## src/sv/ldt_pkg.sv

```systemverilog
// ----------------------------------------------------------------------------
// ldt_pkg
// Shared types, widths and helpers for the loaded dice table builder.
// ----------------------------------------------------------------------------
package ldt_pkg;

	localparam int MAX_OUTCOMES = 256;
	localparam int WEIGHT_BITS  = 20;
	localparam int ADDR_W       = $clog2(MAX_OUTCOMES);
	localparam int CNT_W        = $clog2(MAX_OUTCOMES + 2);
	localparam int TOTAL_W      = 21;
	localparam int LVL_W        = 5;
	localparam int REJ_W        = TOTAL_W + 1;
	localparam int COL_W        = 5;
	localparam int CFG_IDX_W    = 2;

	// configuration register indexes
	localparam logic [CFG_IDX_W-1:0] CFG_WEIGHT_TOTAL  = 2'd0;
	localparam logic [CFG_IDX_W-1:0] CFG_OUTCOME_COUNT = 2'd1;

	typedef enum logic [1:0] {
		OP_WRITE = 2'd0,
		OP_COUNT = 2'd1,
		OP_ENTRY = 2'd2,
		OP_NONE  = 2'd3
	} opcode_t;

	typedef struct packed {
		opcode_t                opcode;
		logic [ADDR_W-1:0]      position;
		logic [WEIGHT_BITS-1:0] weight;
		logic [COL_W-1:0]       column;
		logic [CNT_W-1:0]       rank;
	} in_t;

	typedef struct packed {
		logic [CNT_W-1:0] column_count;
		logic [CNT_W-1:0] outcome_label;
		logic             found;
		logic [LVL_W-1:0] level_count;
	} out_t;

	// derived settings handed from the register block to the sequencer
	typedef struct packed {
		logic [LVL_W-1:0] level;
		logic [REJ_W-1:0] reject;
		logic [CNT_W-1:0] n_used;
	} cfg_t;

	// ceiling of log2, zero for zero
	function automatic logic [LVL_W-1:0] ceil_lg(input logic [TOTAL_W-1:0] v);
		logic [LVL_W-1:0] msb;
		logic             pow2;
		msb = '0;
		for (int i = 0; i < TOTAL_W; i++) begin
			if (v[i]) msb = LVL_W'(i);
		end
		pow2 = ((v & (v - TOTAL_W'(1))) == '0);
		return pow2 ? msb : msb + LVL_W'(1);
	endfunction

endpackage

```

## src/sv/ldt_cfg_regs.sv

```systemverilog
// ----------------------------------------------------------------------------
// ldt_cfg_regs
// Configuration registers; derives level count, reject weight and the
// saturated outcome count when a register is written.
// ----------------------------------------------------------------------------
module ldt_cfg_regs (
	input  logic                           clk,
	input  logic                           arst_n,
	input  logic                           cfg_we,
	input  logic [ldt_pkg::CFG_IDX_W-1:0]  cfg_index,
	input  logic [ldt_pkg::TOTAL_W-1:0]    cfg_data,
	output ldt_pkg::cfg_t                  cfg
);
	import ldt_pkg::*;

	logic [LVL_W-1:0] level_q;
	logic [REJ_W-1:0] reject_q;
	logic [CNT_W-1:0] n_used_q;
	logic [LVL_W-1:0] level_d;
	logic [CNT_W-1:0] cnt_data;

	// derived values of the incoming data word
	assign level_d  = ceil_lg(cfg_data);
	assign cnt_data = cfg_data[CNT_W-1:0];

	// register writes
	always_ff @(posedge clk or negedge arst_n) begin
		if (!arst_n) begin
			level_q  <= '0;
			reject_q <= REJ_W'(1);
			n_used_q <= CNT_W'(1);
		end else if (cfg_we) begin
			if (cfg_index == CFG_WEIGHT_TOTAL) begin
				level_q  <= level_d;
				reject_q <= (REJ_W'(1) << level_d) - REJ_W'(cfg_data);
			end else if (cfg_index == CFG_OUTCOME_COUNT) begin
				n_used_q <= (cnt_data > CNT_W'(MAX_OUTCOMES)) ? CNT_W'(MAX_OUTCOMES) : cnt_data;
			end
		end
	end

	assign cfg.level  = level_q;
	assign cfg.reject = reject_q;
	assign cfg.n_used = n_used_q;

endmodule

```

## config.mk

```make
export PLATFORM = sky130hd
export DESIGN_NAME = ldt_cfg_regs
export DESIGN_NICKNAME = d
export VERILOG_FILES = /design/src/sv/ldt_pkg.sv /design/src/sv/ldt_cfg_regs.sv
export SDC_FILE = /design/constraint.sdc
export NUM_CORES = 1
export LEC_CHECK = 0
export BUFFER_PORTS_ARGS = -buffer_cell sky130_fd_sc_hd__buf_2
export CORE_MARGIN = 5
export CORE_UTILIZATION = 60
export DETAILED_ROUTE_END_ITERATION = 10
export HOLD_SLACK_MARGIN = 0.12
export PLACE_DENSITY = 0.85
export SLEW_MARGIN = 25
export SYNTH_ARGS = -nofsm -noshare
export SYNTH_HDL_FRONTEND = slang
export SYNTH_SLANG_ARGS = --single-unit
```

## constraint.sdc

```tcl
create_clock -name clk -period 2.5 [get_ports clk]
set_clock_uncertainty 0.1 [all_clocks]
set_input_delay 0.375 -clock clk [delete_from_list [all_inputs] [get_ports clk]]
set_output_delay 0.375 -clock clk [all_outputs]
set_load 0.01 [all_outputs]
```

==> qor.txt, run 1 <==
Status - aborted with a tool error
Failed at - 5_1_grt
Stop err - [ERROR GRT-0232] Routing congestion too high. Check the congestion heatmap in the GUI.
Syn_area_per_cell - 8.05 um^2
EDFF count, synth - 0
Register area share after synthesis - 27.2%
Row count - 27
Netlist Area Pre-Place - 0.00332 mm^2
Placer Congestion - 0.956
Largest net degree at the start of global routing - 37
Detailed Place HPWL - 10,300 um
PortBufs - 61
Syn_nets - 460
Synthesized instance count - 412
Max clock buf depth - 2
DP Area - 0.00472 mm^2
Initial core utilization - 61.0%
Root Driver - clkbuf_8
Inserted Clock Buffers - 5
IO Count - 62
# clock sinks - 36
Chip width - 84.4 um
Synth warnings - 0
H-tree lvl count - 2
Yosys cell types - 67
Die Span Y - 84.4 um
GRT Total Usage - 73.5%
Total grt overflow - 117
Synth Flop Type - dfrtp_1
Share of async-settable or async-resettable flops after synthesis - 100%
Post-synthesis register bit count - 36
[cell usage after synthesis (6+ instances only)]
master	n	area [um^2]
a211oi_1	6	45.0
a21oi_1	20	100
clkbuf_1	8	30.0
dfrtp_1	34	851
ha_1	21	263
inv_1	27	101
nand2_1	53	199
nand3_1	9	45.0
nor2_1	27	101
nor3_1	28	140
o211a_1	7	70.1
o21a_1	16	120
o21ai_0	27	135
o31ai_1	20	150
or3_1	7	43.8
[routing by layer]
metal  GRT overflow  track usage [%]
met4             41             76.3
met1              2             73.3
met3              0             50.8
met5              0             6.99
met2             74             95.6
[cell families after synthesis]
| kind of cell | count (synthesis) | share of synthesized area, % |
|---|---|---|
| simple gates | 173 | 29.0 |
| flops | 36 | 27.2 |
| fa+ha+maj | 22 | 8.52 |
| compound gates | 135 | 28.8 |
| buf+inv | 40 | 4.83 |
| xor+xnor | 6 | 1.58 |
[timing repair]
action | CTS
gates resized for setup | 62
hold endpoints to repair | 34
endpoints found under the setup margin | 23
pin swaps | 35
buffers inserted | 25
hold buffers | 1
[stage by stage]
stage               hold WS [ns]  instances  worst slack (ns)  util (%)
floorplan                -0.0206        412             -1.60         -
global placement           0.347        666             -1.69      86.8
detailed placement         0.362        666             -1.96      86.8
CTS                        0.374        699             -1.50      96.5
==> inputs of run 2 (changes only) <==
--- a/config.mk
+++ b/config.mk
@@ -7,10 +7,9 @@
 export LEC_CHECK = 0
 export BUFFER_PORTS_ARGS = -buffer_cell sky130_fd_sc_hd__buf_2
 export CORE_MARGIN = 5
-export CORE_UTILIZATION = 60
+export CORE_UTILIZATION = 40
 export DETAILED_ROUTE_END_ITERATION = 10
-export HOLD_SLACK_MARGIN = 0.12
-export PLACE_DENSITY = 0.85
+export PLACE_DENSITY_LB_ADDON = 0.15
 export SLEW_MARGIN = 25
 export SYNTH_ARGS = -nofsm -noshare
 export SYNTH_HDL_FRONTEND = slang
==> run 2 against run 1 <==
Effect of this change: the flow now finishes, with violations (setup timing); synthesized cell count stayed put; synthesized area stayed put.
==> qor.txt, run 2 <==
Detailed-route vias per instance - 5.34
Initial antenna violation count - 0
Clk Latency, worst-skew pair - 0.30 ns
Max VDD drop - 0.000198 V
IO Count - 62 (unchanged)
Peak Freq - 0.253 GHz
Netlist Area Pre-Place - 0.00332 mm^2 (unchanged)
Global-route wire length before repair - 18,600 um
Maxcap violations - 0
LEAKAGE - 2.68 nW
Crit-path max FO - 4
Setup CP Type - input port to flip-flop
Largest cells by area after synthesis - dfrtp_1 26%, ha_1 7.9%, nand2_1 6.0%, o31ai_1 4.5%, nor3_1 4.2%
H-tree lvl count - 2 (unchanged)
EDFF count, synth - 0 (unchanged)
Vias in the first global route - 4,002
Share of async-settable or async-resettable flops after synthesis - 100% (unchanged)
Max clock buf depth - 2 (unchanged)
Fin crit share - 158%
Finished Core Util - 67.9%
Worst setup SP type - input port
Synthesized instance count - 412 (unchanged)
Final setup fails - 21
Yosys cell types - 67 (unchanged)
Cell with the most instances after synthesis - nand2_1
Die Span Y - 101 um (+20%)
Worst setup EP type - flip-flop
P&R area growth vs syn - 66.4%
Worst reg2reg setup slack - 1.60 ns
Placer Congestion - 0.907 (-5.2%)
Total grt overflow - 0
FILL cells - 678
GRT Total Usage - 22.3%
CP dominant cell by count - o21a_1
Post-route setup slack - -1.45 ns
PnR Total Power - 2.01 mW
Least-Margin Pin Slew - 0.805 ns
Chip width - 101 um (+20%)
Vias - 3,960
# clock sinks - 36 (unchanged)
Worst Path Required - 2.60 ns
Critical-path top delay cell - a2111oi_4
CP Cell Sequence - buf_8 > nor4_4 > nand4_2 > a2111oi_4 > nand4_4 > o21ai_4 > buf_6 > a2bb2oi_4 > nor3_2 > ha_2 > or3_4 > or2_1 > o211ai_1 > a31oi_2 > buf_4 > o21a_1 > o21a_1 > o31ai_2
Synth Flop Type - dfrtp_1
Layout cells sized above 1 - 49.1%
Initial DRC count - 195
Max-slew headroom - 46.3%
Crit path largest cell delay - 0.39 ns
Largest net degree at the start of global routing - 37
Detailed Place HPWL - 8880 um (-13%)
Hold_buf cts - 0 (-1)
Row count - 33 (+22%)
Area leader, netlist - dfrtp_1
Syn_nets - 460 (unchanged)
Post-synthesis register bit count - 36 (unchanged)
Synth warnings - 0 (unchanged)
Final ANT Viol Nets - 0
Avg WL per Cell - 15.3 um
Initial core utilization - 40.8% (-20 points)
Largest Register - reject_q
Failing checks - setup timing
N_diodes - 0
Register area share after synthesis - 27.2% (unchanged)
Worst Hold Class - input port to asynchronous set/reset pin
Commonest non-fill, non-tap cell in the layout - buf_4
Die area - 0.0102 mm^2
Max reg flops - 22
Pwr Density - 364 mW/mm^2
Status - complete, but fails checks
Regs by FF count - reject_q x22, n_used_q x9, level_q x5
DRC viols - 0
Clock tree from TritonCTS - yes
Share of the synthesized area in the top cell type - 25.6% (unchanged)
Fin. max-slew vios - 0
Nets - 684
Unrepaired setup endpoints after global routing - yes
Dpl ws - -1.88 ns (+0.0851 ns)
Initial DRT Pass Iterations - 4
Inserted Clock Buffers - 5 (unchanged)
Detailed Route WL - 11,300 um
Post-synth top cells - 53 x nand2_1, 34 x dfrtp_1, 28 x nor3_1
Clock-pin slew on the worst setup and hold paths - 0.09 ns
Core footprint - 0.00813 mm^2
Post-layout min period - 3.95 ns
Root Driver - clkbuf_8
Most frequent cells in the layout - 156 x buf_4, 55 x buf_2, 52 x nand2_1, 34 x dfrtp_1, 26 x inv_1
PortBufs - 61 (unchanged)
CP arrival - 4.05 ns
Syn_area_per_cell - 8.05 um^2 (unchanged)
Final Hold Viols - 0
## run 2: cell counts after synthesis
No cell type changed its count.
## run 2: worst max-delay path: cells and delay by family
kind | cells | cell delay [ns]
adders and majority gates | 1 | 0.19
and+or+nand+nor | 6 | 1.41
buffers and inverters | 3 | 0.41
AOI/OAI and AO/OA | 8 | 1.68
## run 2: final timing paths
path                                    from      endpoint  cells past startpoint
worst max-delay path             cfg_data[1]  reject_q[16]                     18
worst max register to register  reject_q[18]  reject_q[18]                      2
worst min register to register   reject_q[1]   reject_q[1]                      2
min in group clk                 reject_q[1]   reject_q[1]                      2
worst min-delay path                  arst_n  reject_q[12]                      1
max in group asynchronous             arst_n   reject_q[2]                      1
## run 2: layout make-up
type / count / area (um^2) / area share (%)
Clock buffer: 5 / 68.8 / 1.25
Clock inverter: 3 / 46.3 / 0.839
Inverter: 28 / 105 / 1.90
Multi-Input combinational cell: 336 / 2600 / 47.1
Sequential cell: 36 / 903 / 16.4
Tap cell: 105 / 131 / 2.38
Timing Repair Buffer: 229 / 1670 / 30.2
## run 2: stage by stage
stage                     TNS [ns]  instance area [um^2]  instances  hold WS (ns)
final                       -23.34                  5520        742        0.0575
after global routing        -26.65                  5520        742         0.147
after CTS                   -23.20                  5280        737        0.0953
after detailed placement    -32.98                  4910        717         0.363
after global placement      -30.96                  4910        717         0.351
after floorplan             -24.56                  3380        412       -0.0206
## run 2: cell families (layout without fill, tap and decap cells)
kind of cell	after synthesis	in the layout	share of synthesized area, %
buffers and inverters	40	265	4.83
adders and majority gates	22	22	8.52
and+or+nand+nor	173	173	29.0
AOI/OAI and AO/OA	135	135	28.8
xor gates and xnor gates	6	6	1.58
DFF	36	36	27.2
## run 2: report_power, final
| group | internal [mW] | leakage, nW | switching, mW |
|---|---|---|---|
| registers | 0.678 | 0.442 | 0.0443 |
| logic | 0.355 | 2.18 | 0.382 |
| clock network | 0.301 | 0.0548 | 0.249 |
| total | 1.33 | 2.68 | 0.675 |
## run 2: what timing repair did
action | 4_1_cts | 5_1_grt
buffers inserted | 14 | 5
cloned | 0 | 0
setup endpoints to repair | 22 | 22
pin swaps | 41 | 24
resized for setup | 45 | 43
## run 2: layer usage
metal / vias up / track usage (%) / routed length [um] / part of all wire [%]
met1: 1872 / 28.6 / 4980 / 44
met3: 18 / 2.77 / 421 / 3.7
met5: - / 0 / 0 / 0
met2: 84 / 38.8 / 5740 / 51
li1: 1986 / - / - / -
met4: 0 / 6.75 / 195 / 1.7
Note: power is estimated with default switching activity, not from simulation.
